<file path="config.mk">
export PLATFORM = sky130hd
export DESIGN_NAME = bright_spot_centroid_halves
export DESIGN_NICKNAME = d
export VERILOG_FILES = /design/src/rtl/bsc_pkg.sv /design/src/rtl/bsc_front.sv /design/src/rtl/bsc_queue.sv /design/src/rtl/bsc_back.sv /design/src/rtl/bright_spot_centroid_halves.sv
export SDC_FILE = /design/constraint.sdc
export NUM_CORES = 2
export LEC_CHECK = 0
export BUFFER_PORTS_ARGS = -buffer_cell sky130_fd_sc_hd__buf_2
export CORE_UTILIZATION = 40
export CTS_CLUSTER_SIZE = 16
export DETAILED_ROUTE_END_ITERATION = 12
export SLEW_MARGIN = 20
export SYNTH_ARGS = -nofsm -noshare
export SYNTH_HDL_FRONTEND = slang
export SYNTH_SLANG_ARGS = --single-unit
</file>
<file path="constraint.sdc">
create_clock -name clk -period 29.8 [get_ports clk]
set_input_delay 2.98 -clock clk [delete_from_list [all_inputs] [get_ports clk]]
set_output_delay 2.98 -clock clk [all_outputs]
set_load 0.1 [all_outputs]
</file>
<file path="src/rtl/bsc_pkg.sv">
`timescale 1ns / 1ps
// ----------------------------------------------------------------------------
// bsc_pkg: shared definitions of the bright-spot centroid block
// Sizes, gray weights, register indexes, the frame totals record and the
// states of the result sequencer.
// ----------------------------------------------------------------------------
package bsc_pkg;

    // Frame size limits.
    localparam int MAX_WIDTH  = 2048;
    localparam int MAX_HEIGHT = 2048;

    // Field and counter widths.
    localparam int PIX_W      = 8;
    localparam int CFG_DATA_W = 12;
    localparam int CFG_IDX_W  = 2;
    localparam int COL_W      = $clog2(MAX_WIDTH);
    localparam int ROW_W      = $clog2(MAX_HEIGHT);
    localparam int DIM_W      = $clog2(MAX_WIDTH) + 1;
    localparam int HGT_W      = $clog2(MAX_HEIGHT) + 1;
    localparam int HALF_W     = DIM_W - 1;
    localparam int LX_W       = $clog2(MAX_WIDTH / 2);
    localparam int COUNT_W    = 22;
    localparam int XSUM_W     = 32;
    localparam int YSUM_W     = 33;
    localparam int DEN_W      = COUNT_W + HGT_W;
    localparam int REM_W      = DEN_W;
    localparam int FRAC_W     = 16;
    localparam int STEP_W     = $clog2(FRAC_W);

    // BT.601 gray weights, 14-bit fixed point with rounding.
    localparam int GRAY_SUM_W = 22;
    localparam int GRAY_SHIFT = 14;
    localparam int COEF_B     = 1868;
    localparam int COEF_G     = 9617;
    localparam int COEF_R     = 4899;
    localparam int GRAY_ROUND = 8192;

    // Register reset values.
    localparam logic [PIX_W-1:0] THRESHOLD_RESET = PIX_W'(250);
    localparam logic [DIM_W-1:0] WIDTH_RESET     = DIM_W'(640);
    localparam logic [HGT_W-1:0] HEIGHT_RESET    = HGT_W'(480);

    // Queue of finished frame totals between accumulator and divider.
    localparam int QDEPTH = 2;
    localparam int QPTR_W = $clog2(QDEPTH);
    localparam int QCNT_W = $clog2(QDEPTH + 1);

    // Configuration register indexes.
    typedef enum logic [CFG_IDX_W-1:0] {
        REG_THRESHOLD    = 2'd0,
        REG_FRAME_WIDTH  = 2'd1,
        REG_FRAME_HEIGHT = 2'd2
    } cfg_reg_t;

    // Totals of one finished frame, both halves, with the spans to divide by.
    typedef struct packed {
        logic [1:0][COUNT_W-1:0] count;
        logic [1:0][XSUM_W-1:0]  x_sum;
        logic [1:0][YSUM_W-1:0]  y_sum;
        logic [HALF_W-1:0]       half;
        logic [HGT_W-1:0]        height;
    } frame_totals_t;

    // Result sequencer states.
    typedef enum logic [2:0] {
        BK_IDLE,
        BK_MUL,
        BK_PREP,
        BK_DIV,
        BK_LOAD
    } back_state_t;

endpackage

</file>
<file path="src/rtl/bsc_front.sv">
`timescale 1ns / 1ps
// ----------------------------------------------------------------------------
// bsc_front: pixel intake and per-half accumulation
// Stage one converts to gray, mirrors the column and classifies the pixel;
// stage two thresholds it, updates the half sums and hands frame totals on.
// ----------------------------------------------------------------------------
module bsc_front (
    input  logic                          clk,
    input  logic                          rst_n,
    input  logic                          pix_valid,
    output logic                          pix_ready,
    input  logic [bsc_pkg::PIX_W-1:0]     blue,
    input  logic [bsc_pkg::PIX_W-1:0]     green,
    input  logic [bsc_pkg::PIX_W-1:0]     red,
    input  logic                          frame_start,
    input  logic [bsc_pkg::PIX_W-1:0]     threshold,
    input  logic [bsc_pkg::DIM_W-1:0]     frame_width,
    input  logic [bsc_pkg::HGT_W-1:0]     frame_height,
    input  logic [bsc_pkg::QCNT_W-1:0]    q_count,
    output logic                          push,
    output bsc_pkg::frame_totals_t        push_data
);
    import bsc_pkg::*;

    typedef struct packed {
        logic              start;
        logic              counted;
        logic              side;
        logic [LX_W-1:0]   lx;
        logic [ROW_W-1:0]  row;
        logic [PIX_W-1:0]  gray;
        logic              frame_end;
    } pix_class_t;

    logic                  pix_accept;
    logic [DIM_W-1:0]      w_eff;
    logic [HGT_W-1:0]      h_eff;
    logic [HALF_W-1:0]     half;
    logic [COL_W-1:0]      col_cur;
    logic [ROW_W-1:0]      row_cur;
    logic [DIM_W-1:0]      x_mir;
    logic                  in_range;
    logic                  line_end;
    logic                  frame_end;
    logic [GRAY_SUM_W-1:0] gray_sum;
    logic                  bright;

    logic [COL_W-1:0]      col_reg, col_next;
    logic [ROW_W-1:0]      row_reg, row_next;
    logic                  s1_valid_reg, s1_valid_next;
    pix_class_t            s1_reg, s1_next;
    logic [COUNT_W-1:0]    cnt_reg [2];
    logic [COUNT_W-1:0]    cnt_next [2];
    logic [XSUM_W-1:0]     xs_reg [2];
    logic [XSUM_W-1:0]     xs_next [2];
    logic [YSUM_W-1:0]     ys_reg [2];
    logic [YSUM_W-1:0]     ys_next [2];
    logic [COUNT_W-1:0]    cnt_new [2];
    logic [XSUM_W-1:0]     xs_new [2];
    logic [YSUM_W-1:0]     ys_new [2];

    // Room is kept in the queue for a frame end already in stage one.
    assign pix_ready  = ({1'b0, q_count} + (QCNT_W + 1)'(s1_valid_reg && s1_reg.frame_end))
                        < (QCNT_W + 1)'(QDEPTH);
    assign pix_accept = pix_valid && pix_ready;

    // Effective frame size, clamped to the supported range.
    always_comb
    begin
        if (frame_width < DIM_W'(2))
            w_eff = DIM_W'(2);
        else if (frame_width > DIM_W'(MAX_WIDTH))
            w_eff = DIM_W'(MAX_WIDTH);
        else
            w_eff = frame_width;

        if (frame_height < HGT_W'(1))
            h_eff = HGT_W'(1);
        else if (frame_height > HGT_W'(MAX_HEIGHT))
            h_eff = HGT_W'(MAX_HEIGHT);
        else
            h_eff = frame_height;

        half = w_eff[DIM_W-1:1];
    end

    // Position of the incoming pixel; a frame start restarts the counters.
    assign col_cur   = frame_start ? '0 : col_reg;
    assign row_cur   = frame_start ? '0 : row_reg;
    assign in_range  = (DIM_W'(col_cur) < w_eff) && (HGT_W'(row_cur) < h_eff);
    assign x_mir     = w_eff - DIM_W'(1) - DIM_W'(col_cur);
    assign line_end  = DIM_W'(col_cur) >= (w_eff - DIM_W'(1));
    assign frame_end = line_end && (HGT_W'(row_cur) >= (h_eff - HGT_W'(1)));

    // Gray level with rounding.
    assign gray_sum = GRAY_SUM_W'(blue) * GRAY_SUM_W'(COEF_B)
                    + GRAY_SUM_W'(green) * GRAY_SUM_W'(COEF_G)
                    + GRAY_SUM_W'(red) * GRAY_SUM_W'(COEF_R)
                    + GRAY_SUM_W'(GRAY_ROUND);

    // Stage one: classify the accepted pixel and advance the counters.
    always_comb
    begin
        s1_next       = s1_reg;
        s1_valid_next = pix_accept;
        col_next      = col_reg;
        row_next      = row_reg;
        if (pix_accept)
        begin
            s1_next.start     = frame_start;
            s1_next.gray      = gray_sum[GRAY_SHIFT +: PIX_W];
            s1_next.row       = row_cur;
            s1_next.frame_end = frame_end;
            if (x_mir < DIM_W'(half))
            begin
                s1_next.counted = in_range;
                s1_next.side    = 1'b0;
                s1_next.lx      = LX_W'(x_mir);
            end
            else if (x_mir < {half, 1'b0})
            begin
                s1_next.counted = in_range;
                s1_next.side    = 1'b1;
                s1_next.lx      = LX_W'(x_mir - DIM_W'(half));
            end
            else
            begin
                s1_next.counted = 1'b0;
                s1_next.side    = 1'b0;
                s1_next.lx      = '0;
            end

            if (frame_end)
            begin
                col_next = '0;
                row_next = '0;
            end
            else if (line_end)
            begin
                col_next = '0;
                row_next = row_cur + ROW_W'(1);
            end
            else
            begin
                col_next = col_cur + COL_W'(1);
                row_next = row_cur;
            end
        end
    end

    // Stage two: threshold and accumulate; a frame end hands the totals on.
    assign bright = s1_reg.counted && (s1_reg.gray > threshold);

    always_comb
    begin
        push             = s1_valid_reg && s1_reg.frame_end;
        push_data.half   = half;
        push_data.height = h_eff;
        for (int h = 0; h < 2; h++)
        begin
            if (bright && (s1_reg.side == 1'(h)))
            begin
                cnt_new[h] = (s1_reg.start ? '0 : cnt_reg[h]) + COUNT_W'(1);
                xs_new[h]  = (s1_reg.start ? '0 : xs_reg[h]) + XSUM_W'(s1_reg.lx);
                ys_new[h]  = (s1_reg.start ? '0 : ys_reg[h]) + YSUM_W'(s1_reg.row);
            end
            else
            begin
                cnt_new[h] = s1_reg.start ? '0 : cnt_reg[h];
                xs_new[h]  = s1_reg.start ? '0 : xs_reg[h];
                ys_new[h]  = s1_reg.start ? '0 : ys_reg[h];
            end
            push_data.count[h] = cnt_new[h];
            push_data.x_sum[h] = xs_new[h];
            push_data.y_sum[h] = ys_new[h];

            if (!s1_valid_reg)
            begin
                cnt_next[h] = cnt_reg[h];
                xs_next[h]  = xs_reg[h];
                ys_next[h]  = ys_reg[h];
            end
            else if (s1_reg.frame_end)
            begin
                cnt_next[h] = '0;
                xs_next[h]  = '0;
                ys_next[h]  = '0;
            end
            else
            begin
                cnt_next[h] = cnt_new[h];
                xs_next[h]  = xs_new[h];
                ys_next[h]  = ys_new[h];
            end
        end
    end

    // Control state and accumulators.
    always_ff @(posedge clk or negedge rst_n)
    begin
        if (!rst_n)
        begin
            col_reg      <= '0;
            row_reg      <= '0;
            s1_valid_reg <= 1'b0;
            for (int h = 0; h < 2; h++)
            begin
                cnt_reg[h] <= '0;
                xs_reg[h]  <= '0;
                ys_reg[h]  <= '0;
            end
        end
        else
        begin
            col_reg      <= col_next;
            row_reg      <= row_next;
            s1_valid_reg <= s1_valid_next;
            for (int h = 0; h < 2; h++)
            begin
                cnt_reg[h] <= cnt_next[h];
                xs_reg[h]  <= xs_next[h];
                ys_reg[h]  <= ys_next[h];
            end
        end
    end

    // Stage one payload.
    always_ff @(posedge clk)
    begin
        s1_reg <= s1_next;
    end

endmodule

</file>
<file path="src/rtl/bsc_queue.sv">
`timescale 1ns / 1ps
// ----------------------------------------------------------------------------
// bsc_queue: short queue of frame totals
// Decouples pixel accumulation from the end-of-frame division so that each
// side may stall on its own.
// ----------------------------------------------------------------------------
module bsc_queue (
    input  logic                        clk,
    input  logic                        rst_n,
    input  logic                        push,
    input  bsc_pkg::frame_totals_t      push_data,
    input  logic                        pop,
    output bsc_pkg::frame_totals_t      head,
    output logic [bsc_pkg::QCNT_W-1:0]  count
);
    import bsc_pkg::*;

    frame_totals_t     mem [QDEPTH];
    logic [QPTR_W-1:0] wr_ptr_reg, wr_ptr_next;
    logic [QPTR_W-1:0] rd_ptr_reg, rd_ptr_next;
    logic [QCNT_W-1:0] count_reg, count_next;

    // Pointers wrap naturally; the depth is a power of two.
    always_comb
    begin
        wr_ptr_next = push ? wr_ptr_reg + QPTR_W'(1) : wr_ptr_reg;
        rd_ptr_next = pop ? rd_ptr_reg + QPTR_W'(1) : rd_ptr_reg;
        count_next  = count_reg + QCNT_W'(push) - QCNT_W'(pop);
    end

    assign head  = mem[rd_ptr_reg];
    assign count = count_reg;

    always_ff @(posedge clk or negedge rst_n)
    begin
        if (!rst_n)
        begin
            wr_ptr_reg <= '0;
            rd_ptr_reg <= '0;
            count_reg  <= '0;
        end
        else
        begin
            wr_ptr_reg <= wr_ptr_next;
            rd_ptr_reg <= rd_ptr_next;
            count_reg  <= count_next;
        end
    end

    // Storage.
    always_ff @(posedge clk)
    begin
        if (push)
            mem[wr_ptr_reg] <= push_data;
    end

endmodule

</file>
<file path="src/rtl/bsc_back.sv">
`timescale 1ns / 1ps
// ----------------------------------------------------------------------------
// bsc_back: centroid division and result output
// For each half it forms the two denominators, runs two restoring dividers
// one quotient bit a cycle and places the result in the output register.
// ----------------------------------------------------------------------------
module bsc_back (
    input  logic                        clk,
    input  logic                        rst_n,
    input  bsc_pkg::frame_totals_t      head,
    input  logic                        q_valid,
    output logic                        pop,
    output logic                        res_valid,
    input  logic                        res_ready,
    output logic                        res_side,
    output logic                        res_found,
    output logic [bsc_pkg::FRAC_W-1:0]  res_x_fraction,
    output logic [bsc_pkg::FRAC_W-1:0]  res_y_fraction
);
    import bsc_pkg::*;

    back_state_t        state_reg, state_next;
    logic               side_reg, side_next;
    logic [STEP_W-1:0]  step_reg, step_next;
    logic [DEN_W-1:0]   den_x_reg, den_x_next;
    logic [DEN_W-1:0]   den_y_reg, den_y_next;
    logic [REM_W-1:0]   rem_x_reg, rem_x_next;
    logic [REM_W-1:0]   rem_y_reg, rem_y_next;
    logic [FRAC_W-1:0]  q_x_reg, q_x_next;
    logic [FRAC_W-1:0]  q_y_reg, q_y_next;
    logic               sat_x_reg, sat_x_next;
    logic               sat_y_reg, sat_y_next;
    logic               out_valid_reg, out_valid_next;
    logic               out_side_reg, out_side_next;
    logic               out_found_reg, out_found_next;
    logic [FRAC_W-1:0]  out_xf_reg, out_xf_next;
    logic [FRAC_W-1:0]  out_yf_reg, out_yf_next;

    logic [COUNT_W-1:0] cur_count;
    logic [XSUM_W-1:0]  cur_xs;
    logic [YSUM_W-1:0]  cur_ys;
    logic               cur_found;
    logic [REM_W:0]     rem_x_sh;
    logic [REM_W:0]     rem_y_sh;
    logic               bit_x;
    logic               bit_y;

    // Totals of the half in progress.
    assign cur_count = head.count[side_reg];
    assign cur_xs    = head.x_sum[side_reg];
    assign cur_ys    = head.y_sum[side_reg];
    assign cur_found = cur_count != '0;

    // One restoring division step for each fraction.
    assign rem_x_sh = {rem_x_reg, 1'b0};
    assign rem_y_sh = {rem_y_reg, 1'b0};
    assign bit_x    = rem_x_sh >= {1'b0, den_x_reg};
    assign bit_y    = rem_y_sh >= {1'b0, den_y_reg};

    // Sequencer: multiply, divide, then load the output register.
    always_comb
    begin
        state_next     = state_reg;
        side_next      = side_reg;
        step_next      = step_reg;
        den_x_next     = den_x_reg;
        den_y_next     = den_y_reg;
        rem_x_next     = rem_x_reg;
        rem_y_next     = rem_y_reg;
        q_x_next       = q_x_reg;
        q_y_next       = q_y_reg;
        sat_x_next     = sat_x_reg;
        sat_y_next     = sat_y_reg;
        out_valid_next = out_valid_reg && !res_ready;
        out_side_next  = out_side_reg;
        out_found_next = out_found_reg;
        out_xf_next    = out_xf_reg;
        out_yf_next    = out_yf_reg;
        pop            = 1'b0;

        case (state_reg)
            BK_IDLE:
            begin
                side_next = 1'b0;
                if (q_valid)
                    state_next = BK_MUL;
            end
            BK_MUL:
            begin
                den_x_next = DEN_W'(cur_count) * DEN_W'(head.half);
                den_y_next = DEN_W'(cur_count) * DEN_W'(head.height);
                state_next = BK_PREP;
            end
            BK_PREP:
            begin
                // A sum not below its denominator gives a quotient of one or more.
                rem_x_next = REM_W'(cur_xs);
                rem_y_next = REM_W'(cur_ys);
                sat_x_next = REM_W'(cur_xs) >= den_x_reg;
                sat_y_next = REM_W'(cur_ys) >= den_y_reg;
                q_x_next   = '0;
                q_y_next   = '0;
                step_next  = '0;
                state_next = BK_DIV;
            end
            BK_DIV:
            begin
                rem_x_next = bit_x ? REM_W'(rem_x_sh - {1'b0, den_x_reg}) : REM_W'(rem_x_sh);
                rem_y_next = bit_y ? REM_W'(rem_y_sh - {1'b0, den_y_reg}) : REM_W'(rem_y_sh);
                q_x_next   = {q_x_reg[FRAC_W-2:0], bit_x};
                q_y_next   = {q_y_reg[FRAC_W-2:0], bit_y};
                step_next  = step_reg + STEP_W'(1);
                if (step_reg == STEP_W'(FRAC_W - 1))
                    state_next = BK_LOAD;
            end
            BK_LOAD:
            begin
                if (!out_valid_reg || res_ready)
                begin
                    out_valid_next = 1'b1;
                    out_side_next  = side_reg;
                    out_found_next = cur_found;
                    if (!cur_found)
                    begin
                        out_xf_next = '0;
                        out_yf_next = '0;
                    end
                    else
                    begin
                        out_xf_next = sat_x_reg ? '1 : q_x_reg;
                        out_yf_next = sat_y_reg ? '1 : q_y_reg;
                    end
                    if (!side_reg)
                    begin
                        side_next  = 1'b1;
                        state_next = BK_MUL;
                    end
                    else
                    begin
                        pop        = 1'b1;
                        side_next  = 1'b0;
                        state_next = BK_IDLE;
                    end
                end
            end
            default:
            begin
                state_next = BK_IDLE;
            end
        endcase
    end

    assign res_valid      = out_valid_reg;
    assign res_side       = out_side_reg;
    assign res_found      = out_found_reg;
    assign res_x_fraction = out_xf_reg;
    assign res_y_fraction = out_yf_reg;

    // Control state.
    always_ff @(posedge clk or negedge rst_n)
    begin
        if (!rst_n)
        begin
            state_reg     <= BK_IDLE;
            side_reg      <= 1'b0;
            step_reg      <= '0;
            out_valid_reg <= 1'b0;
        end
        else
        begin
            state_reg     <= state_next;
            side_reg      <= side_next;
            step_reg      <= step_next;
            out_valid_reg <= out_valid_next;
        end
    end

    // Datapath and output payload.
    always_ff @(posedge clk)
    begin
        den_x_reg     <= den_x_next;
        den_y_reg     <= den_y_next;
        rem_x_reg     <= rem_x_next;
        rem_y_reg     <= rem_y_next;
        q_x_reg       <= q_x_next;
        q_y_reg       <= q_y_next;
        sat_x_reg     <= sat_x_next;
        sat_y_reg     <= sat_y_next;
        out_side_reg  <= out_side_next;
        out_found_reg <= out_found_next;
        out_xf_reg    <= out_xf_next;
        out_yf_reg    <= out_yf_next;
    end

endmodule

</file>
<file path="src/rtl/bright_spot_centroid_halves.sv">
`timescale 1ns / 1ps
// ----------------------------------------------------------------------------
// bright_spot_centroid_halves: bright-spot centroid of each mirrored half
// Thresholds the gray level of a BGR pixel stream and reports, per frame, the
// normalised centroid of the bright pixels in the left and then right half.
//
//   channel  direction  contents
//   s_axis   in         pixel: tdata blue/green/red, tuser frame_start
//   m_axis   out        result: tdata x/y fraction, tuser side/found, tlast
//   cfg      in         register write: index and data, always ready
//
// One pixel is taken every cycle unless input stalls; two pipeline stages
// classify and add it. At frame end the totals enter a two-entry queue; after
// an idle state picks up its head, the divider multiplies, sets up, forms the
// 16-bit fractions and loads the result, for each half. The load waits while
// the output register holds an untaken result. Pixel input stalls when the
// queue holds two frames not yet divided, or one and a frame end is in stage one.
// Reset is asynchronous and restores the register defaults and clears sums.
// ----------------------------------------------------------------------------
module bright_spot_centroid_halves (
    input  logic                               clk,
    input  logic                               rst_n,
    input  logic                               s_axis_tvalid,
    output logic                               s_axis_tready,
    input  logic [3*bsc_pkg::PIX_W-1:0]        s_axis_tdata,  // blue, green, red
    input  logic [0:0]                         s_axis_tuser,  // frame_start
    output logic                               m_axis_tvalid,
    input  logic                               m_axis_tready,
    output logic [2*bsc_pkg::FRAC_W-1:0]       m_axis_tdata,  // x_fraction, y_fraction
    output logic [1:0]                         m_axis_tuser,  // side, found
    output logic                               m_axis_tlast,
    input  logic                               cfg_valid,
    output logic                               cfg_ready,
    input  logic [bsc_pkg::CFG_IDX_W-1:0]      cfg_index,
    input  logic [bsc_pkg::CFG_DATA_W-1:0]     cfg_data
);
    import bsc_pkg::*;

    logic [PIX_W-1:0]   threshold_reg, threshold_next;
    logic [DIM_W-1:0]   width_reg, width_next;
    logic [HGT_W-1:0]   height_reg, height_next;

    logic               q_push;
    logic               q_pop;
    frame_totals_t      q_push_data;
    frame_totals_t      q_head;
    logic [QCNT_W-1:0]  q_count;
    logic               res_side;
    logic               res_found;
    logic [FRAC_W-1:0]  res_x_fraction;
    logic [FRAC_W-1:0]  res_y_fraction;

    // Configuration registers.
    assign cfg_ready = 1'b1;

    always_comb
    begin
        threshold_next = threshold_reg;
        width_next     = width_reg;
        height_next    = height_reg;
        if (cfg_valid)
        begin
            case (cfg_index)
                REG_THRESHOLD:    threshold_next = cfg_data[PIX_W-1:0];
                REG_FRAME_WIDTH:  width_next     = cfg_data[DIM_W-1:0];
                REG_FRAME_HEIGHT: height_next    = cfg_data[HGT_W-1:0];
                default:          ;
            endcase
        end
    end

    always_ff @(posedge clk or negedge rst_n)
    begin
        if (!rst_n)
        begin
            threshold_reg <= THRESHOLD_RESET;
            width_reg     <= WIDTH_RESET;
            height_reg    <= HEIGHT_RESET;
        end
        else
        begin
            threshold_reg <= threshold_next;
            width_reg     <= width_next;
            height_reg    <= height_next;
        end
    end

    // Pixel intake and accumulation.
    bsc_front u_front (
        .clk          (clk),
        .rst_n        (rst_n),
        .pix_valid    (s_axis_tvalid),
        .pix_ready    (s_axis_tready),
        .blue         (s_axis_tdata[PIX_W-1:0]),
        .green        (s_axis_tdata[2*PIX_W-1:PIX_W]),
        .red          (s_axis_tdata[3*PIX_W-1:2*PIX_W]),
        .frame_start  (s_axis_tuser[0]),
        .threshold    (threshold_reg),
        .frame_width  (width_reg),
        .frame_height (height_reg),
        .q_count      (q_count),
        .push         (q_push),
        .push_data    (q_push_data)
    );

    // Frame totals queue.
    bsc_queue u_queue (
        .clk       (clk),
        .rst_n     (rst_n),
        .push      (q_push),
        .push_data (q_push_data),
        .pop       (q_pop),
        .head      (q_head),
        .count     (q_count)
    );

    // Division and result output.
    bsc_back u_back (
        .clk            (clk),
        .rst_n          (rst_n),
        .head           (q_head),
        .q_valid        (q_count != '0),
        .pop            (q_pop),
        .res_valid      (m_axis_tvalid),
        .res_ready      (m_axis_tready),
        .res_side       (res_side),
        .res_found      (res_found),
        .res_x_fraction (res_x_fraction),
        .res_y_fraction (res_y_fraction)
    );

    assign m_axis_tdata = {res_y_fraction, res_x_fraction};
    assign m_axis_tuser = {res_found, res_side};
    assign m_axis_tlast = res_side;

`ifndef SYNTHESIS
    // The right-half result, and only it, closes the frame.
    assert property (@(posedge clk) disable iff (!rst_n)
        m_axis_tvalid |-> (m_axis_tlast == m_axis_tuser[0]))
        else $error("tlast does not match the result side");

    // An empty half reports zero fractions.
    assert property (@(posedge clk) disable iff (!rst_n)
        (m_axis_tvalid && !m_axis_tuser[1]) |-> (m_axis_tdata == '0))
        else $error("fractions not zero for an empty half");

    // The queue never holds more than its depth.
    assert property (@(posedge clk) disable iff (!rst_n)
        q_count <= QCNT_W'(QDEPTH))
        else $error("totals queue overflow");

    // A full queue holds back the pixel stream.
    assert property (@(posedge clk) disable iff (!rst_n)
        (q_count == QCNT_W'(QDEPTH)) |-> !s_axis_tready)
        else $error("pixel request taken with the totals queue full");
`endif

endmodule
</file>
After elaboration in Yosys (flattened, before gate mapping)
Memory sizes are Yosys's and may differ from the RTL's.
Index checks and enable logic that the tools add are counted.

word-level totals
  bits in registers = 478
  memory bits (writable) = 394
  bits of input ports = 44
  output and inout bits = 38
  memories = 1

cells by class
  add/sub/neg operators = 23
  $mul = 5
  order comparisons = 17
  equal/unequal tests = 10
  muxes and demuxes = 60
  bitwise logic cells = 1
  reductions and logical operators = 23

memory list
  memory       depth  bits a word  rd ports  clocked after Yosys merged registers in  wr ports  line             RTL
  u_queue.mem  2      197          1         0                                        1         bsc_queue.sv:18  frame_totals_t mem [QDEPTH];

operator list
  kind                                                                   number
  33-bit two-way mux                                                     8
  32-bit two-way mux                                                     8
  22-bit two-way mux                                                     8
  34-bit case mux with 2 select lines                                    2
  12-bit two-way mux                                                     6
  34-bit two-way mux                                                     2
  33-bit by 11-bit adder with 33-bit output                              2
  11-bit two-way mux                                                     6
  32-bit by 10-bit adder with 32-bit output                              2
  16-bit case mux with 2 select lines                                    2
  22-bit by 1-bit adder with 22-bit output (second input constant)       2
  35-bit by 33-bit greater-or-equal comparator with 1-bit output         1
  35-bit by 34-bit greater-or-equal comparator with 1-bit output         1
  33-bit by 34-bit greater-or-equal comparator with 1-bit output         1
  22-bit by 12-bit multiplier with 34-bit output                         1
  34-bit by 33-bit subtractor with 34-bit output                         1
  34-bit subtractor                                                      1
  32-bit by 33-bit greater-or-equal comparator with 1-bit output         1
  22-bit by 11-bit multiplier with 33-bit output                         1
  16-bit two-way mux                                                     2
  11-bit by 12-bit greater-or-equal comparator with 1-bit output         2
  12-bit > comparator (second input constant)                            2
  11-bit by 12-bit < comparator with 1-bit output                        2
  12-bit by 1-bit subtractor with 12-bit output (second input constant)  2
  other kinds (43)                                                       73

Longest topological paths before layout
  word-level depth = 8
  depth in mapped cells = 30

By module
A second synthesis with hierarchy kept.

unflattened totals
  cells, all modules = 6,721
  area, all modules = 70,132.3 sq um

by module, submodules not included
  module                       instances  cells an instance  area each (sq um)  seq. area each (sq um)
  bsc_back                     1          3,268              30,197.7           6,321.1
  bsc_front                    1          2,753              23,816.6           5,920.7
  bsc_queue                    1          626                14,853.0           11,931.4
  bright_spot_centroid_halves  1          74                 1,265.0            815.8

Worst setup path after synthesis
No wires, ideal clock.

  path kind = input port to flip-flop
  start = in s_axis_tdata[5] (netlist name)
  end = reg u_front.s1_reg[8] (netlist name) (data pin)
  library setup time = 0.260 ns
  arrival = 9.572 ns
  required time = 29.540 ns
  slack = 19.968 ns
  stages = 29
  cell sequence = ha_1 > ha_1 > inv_1 > fa_1 > fa_1 > inv_1 > ha_1 > and3b_1 > o21a_1 > o21ai_0 > nand2b_1 > a21o_1 > a21o_1 > xor2_1 > ha_1 > ha_1 > fa_1 > inv_1 > fa_1 > fa_1 > inv_1 > ha_1 > o21ai_0 > a211oi_1 > o41a_1 > a211oi_1 > o21bai_1 > a21oi_1 > xnor2_1

between the ends
  cells in the longest elaborated chain, start to end = 4

RTL lines
  what                                          line                               RTL
  start: declaration                            bright_spot_centroid_halves.sv:25  input logic [3*bsc_pkg::PIX_W-1:0] s_axis_tdata,
  8-bit by 9-bit multiplier with 17-bit output  bsc_front.sv:96                    assign gray_sum = GRAY_SUM_W'(blue) * GRAY_SUM_W'(COEF_B)
  19-bit by 22-bit adder with 22-bit output     bsc_front.sv:97                    + GRAY_SUM_W'(green) * GRAY_SUM_W'(COEF_G)
  22-bit by 21-bit adder with 22-bit output     bsc_front.sv:98                    + GRAY_SUM_W'(red) * GRAY_SUM_W'(COEF_R)
  22-bit by 14-bit adder with 22-bit output     bsc_front.sv:99                    + GRAY_SUM_W'(GRAY_ROUND);
  net u_front.gray_sum[21]                      bsc_front.sv:45                    logic [GRAY_SUM_W-1:0] gray_sum;
  end signal: assignment                        bsc_front.sv:230                   s1_reg <= s1_next;
  end: declaration                              bsc_front.sv:51                    pix_class_t s1_reg, s1_next;

The timed path passes the listed nets, and every way through them passes these cells.
A chain may end at the register's enable or synchronous reset.

Final worst setup path
Ends and elaborated chain as after synthesis.

==> impl_metrics.toml <==
[status]
outcome = "complete, no violations"

[cts]
cts_tree = "yes"
cts_buffers = 98
clockBufferDepth = 3
postCtsSetupRepairBufs = 0
h-tree-depth = 3
clk_pin_slew_ns = 0.06
cts.sinks = 872
ctsResizeCount = 0
cts_root_buf = "clkbuf_16"
clk_latency_ns = 0.73
cts_hold_buf = 0

[yosys]
synth_ff_type = "edfxtp_1"
syn_inst = 6390
synth.avg_cell_area_um2 = 10.5
synth_area_leaders = "edfxtp_1 (28%), fa_1 (14%), ha_1 (10%)"
synthArstFlopShare_pct = 27.8
synth_edf_count = 630
ys_ff_latch = 872
synth.distinct_cells = 90
synth_nets = 7450
yosysTopAreaCellShare_pct = 28.1
ys_warn_count = 0
ys_seq_area_share_pct = 37.1
synth_area_um2 = 67400
yosys.area.top_type = "edfxtp_1"

[cells_and_area]
largest_register_ff_count = 394
fin_nets = 7406
area_growth_syn_to_layout_pct = 9.01
drive_above_1_share_pct = 8.09
fill_cells = 15673

[global_routing]
antenna_found_initial = 3
grt_max_degree = 143
grt_overflow = 0
grt_pass1_wl_um = 277000
gr-usage-all-layers_pct = 21.0
grt_pass1_vias = 47829

[worst_setup_path]
crit_path_start = "s_axis_tdata[5]"
reg2reg_depth = 21
rrSetupSlack_ns = 21.56
crit_end = "u_front.s1_reg[8]$_DFFE_PP_"
setup.worst_path.class = "in -> reg"
required_ns = 30.27
start_kind = "input port"
reg2reg_from = "u_queue.rd_ptr_reg$_DFFE_PN0P_"
slowest_stage = "fa_1"
r2r-end = "u_back.den_x_reg[26]$_DFFE_PP_"
path_common_cell = "ha_1"
cpPeakStageDelay_ns = 0.54
path_max_fanout = 6
end_kind = "flip-flop"
critPathArrivalTime_ns = 10.18

[detailed_routing]
drtIter0Drc = 3389
wl_um = 177000
detail_route.drc_violations = 0
wl_per_cell_um = 20.5
viasPerCell = 5.44
drt_pass1_iterations = 7
drtAntennaViolNets = 0
dr_total_vias = 46985

[min_path]
min_path_type = "reg -> reg"

[sta]
drv_slew = 0
fin_crit_sh_pct = 32.6
slew_headroom_pct = 18.2
worst-slew-pin-transition_ns = 1.22
fin_crit_ns = 9.70
setup_viol = 0
fmax_mhz = 103
finalSetupTns_ns = 0
rsz0062_at_grt = "false"
hold_violations = 0
fin_worst_skew_ns = 0.0557

[die]
die_y_um = 412
die_x_um = 412
start_util_pct = 40.3
core-area_um2 = 167000
ios = 82
fp-row-count = 150
die_area_um2 = 170000

[place]
place_hpwl_um = 129000
gp_congestion = 0.896
portBuffers = 80

[run]
drv_cap = 0
-- cell usage in the layout, fill, tap and decap left out, types with 17 or more instances in the layout --
| cell type | synthesis | layout |
|---|---|---|
| a211oi_1 | 20 | 20 |
| a21o_1 | 111 | 111 |
| a21oi_1 | 195 | 194 |
| a22o_1 | 95 | 95 |
| a31oi_1 | 35 | 35 |
| and2_1 | 36 | 36 |
| and3_1 | 98 | 97 |
| and4_1 | 20 | 20 |
| buf_2 | 20 | 79 |
| buf_4 | 3 | 43 |
| clkbuf_16 | 0 | 102 |
| clkinv_2 | 0 | 24 |
| dfrtp_1 | 230 | 227 |
| edfxtp_1 | 630 | 630 |
| fa_1 | 474 | 474 |
| ha_1 | 542 | 542 |
| inv_1 | 748 | 745 |
| mux2_2 | 56 | 56 |
| mux2i_1 | 94 | 88 |
| mux4_2 | 84 | 84 |
| nand2_1 | 694 | 692 |
| nand2b_1 | 115 | 115 |
| nand3_1 | 122 | 122 |
| nand4_1 | 52 | 52 |
| nor2_1 | 355 | 349 |
| nor2b_1 | 234 | 234 |
| nor3_1 | 85 | 85 |
| nor4_1 | 17 | 17 |
| o21a_1 | 42 | 42 |
| o21ai_0 | 265 | 264 |
| o21ai_1 | 35 | 34 |
| o21bai_1 | 24 | 24 |
| o2bb2ai_1 | 22 | 22 |
| o31ai_1 | 40 | 40 |
| or2_2 | 19 | 19 |
| or3_1 | 23 | 23 |
| xnor2_1 | 225 | 225 |
| xor2_1 | 104 | 104 |
-- cells in the mapped netlist (all sizes together) (8+ instances only) --
cell type and instances:
mux2i 94, dfrtp 230, nand4 53, xor2 104
xnor2 225, a21boi 11, a31o 9, ha 542
and3 98, dfstp 12, o211ai 15, o21ai 301
or2 20, a2111oi 13, nor4 19, o31ai 40
a211oi 24, clkbuf 232, mux2 56, and4 20
o21a 42, or3 24, and2 37, nand3 122
o2111ai 8, nand2b 115, nor2 355, buf 39
o2bb2ai 22, nand2 694, fa 474, a22o 95
nor2b 234, inv 748, edfxtp 630, a21o 112
mux4 84, a31oi 35, a21oi 196, nor3 87
o21bai 24
-- worst max-delay path: cells and delay by family --
kind | cells | cell delay (ns)
AOI/OAI and AO/OA | 10 | 1.99
xor gates and xnor gates | 2 | 0.22
adders and majority gates | 11 | 4.33
buffers and inverters | 5 | 0.33
and+or+nand+nor | 2 | 0.30
-- per-stage QoR --
step	hold WS, ns	area (um2)	util (%)	cells	setup slack, ns
3_5_place_dp	0.448	70000	41.9	8450	19.34
2_1_floorplan	0.423	67400	-	6390	19.97
5_1_grt	0.464	73500	43.9	8635	19.75
6_report	0.448	73500	43.9	8637	20.10
3_3_place_gp	0.443	70000	41.9	8450	19.32
4_1_cts	0.457	73500	43.9	8635	20.11
-- layout make-up --
class	count	area [um2]	share of cell area, %
clock inverters	62	732	0.996
multi-input cells	4499	38600	52.6
diodes	2	5.00	0.00681
inverters	748	2820	3.83
clock buffers	123	2720	3.70
flip-flops and latches	872	25000	34.0
well taps	2204	2760	3.75
repair buffers	127	813	1.11
-- kinds of logic after synthesis --
family | count (synthesis) | share of synthesized area (%)
AO/OA/AOI/OAI | 1017 | 9.98
AND/OR/NAND/NOR | 1902 | 13.6
buffers and inverters | 1019 | 5.81
flip-flops | 872 | 37.1
multiplexers | 234 | 5.14
adder cells (fa/ha/maj) | 1016 | 24.1
XOR/XNOR | 329 | 4.28
other | 1 | 0.00556
-- layer usage --
| metal | share of wire, % | vias to the layer above | global-route usage (%) |
|---|---|---|---|
| li1 | - | 21884 | - |
| met1 | 44 | 23688 | 28.1 |
| met4 | 3.6 | 0 | 7.69 |
| met3 | 4.5 | 252 | 2.09 |
| met5 | 0 | - | 0 |
| met2 | 48 | 1161 | 35.3 |
-- worst min path at each step --
stage                              startpoint                             end  slack (ns)  depth (start not counted)
2_1_floorplan     u_back.side_reg$_DFFE_PN0P_       u_back.res_side$_DFFE_PP_        0.42                          0
3_3_place_gp   u_front.row_reg[4]$_DFFE_PN0P_  u_front.row_reg[4]$_DFFE_PN0P_        0.44                          1
3_5_place_dp   u_front.row_reg[4]$_DFFE_PN0P_  u_front.row_reg[4]$_DFFE_PN0P_        0.45                          1
4_1_cts        u_front.row_reg[4]$_DFFE_PN0P_  u_front.row_reg[4]$_DFFE_PN0P_        0.46                          1
5_1_grt        u_front.row_reg[4]$_DFFE_PN0P_  u_front.row_reg[4]$_DFFE_PN0P_        0.46                          1
6_report       u_front.row_reg[4]$_DFFE_PN0P_  u_front.row_reg[4]$_DFFE_PN0P_        0.45                          1
Power is left out: the tool's default activity adds up to more than one toggle a clock period on the data nets, which glitch-free logic cannot reach.
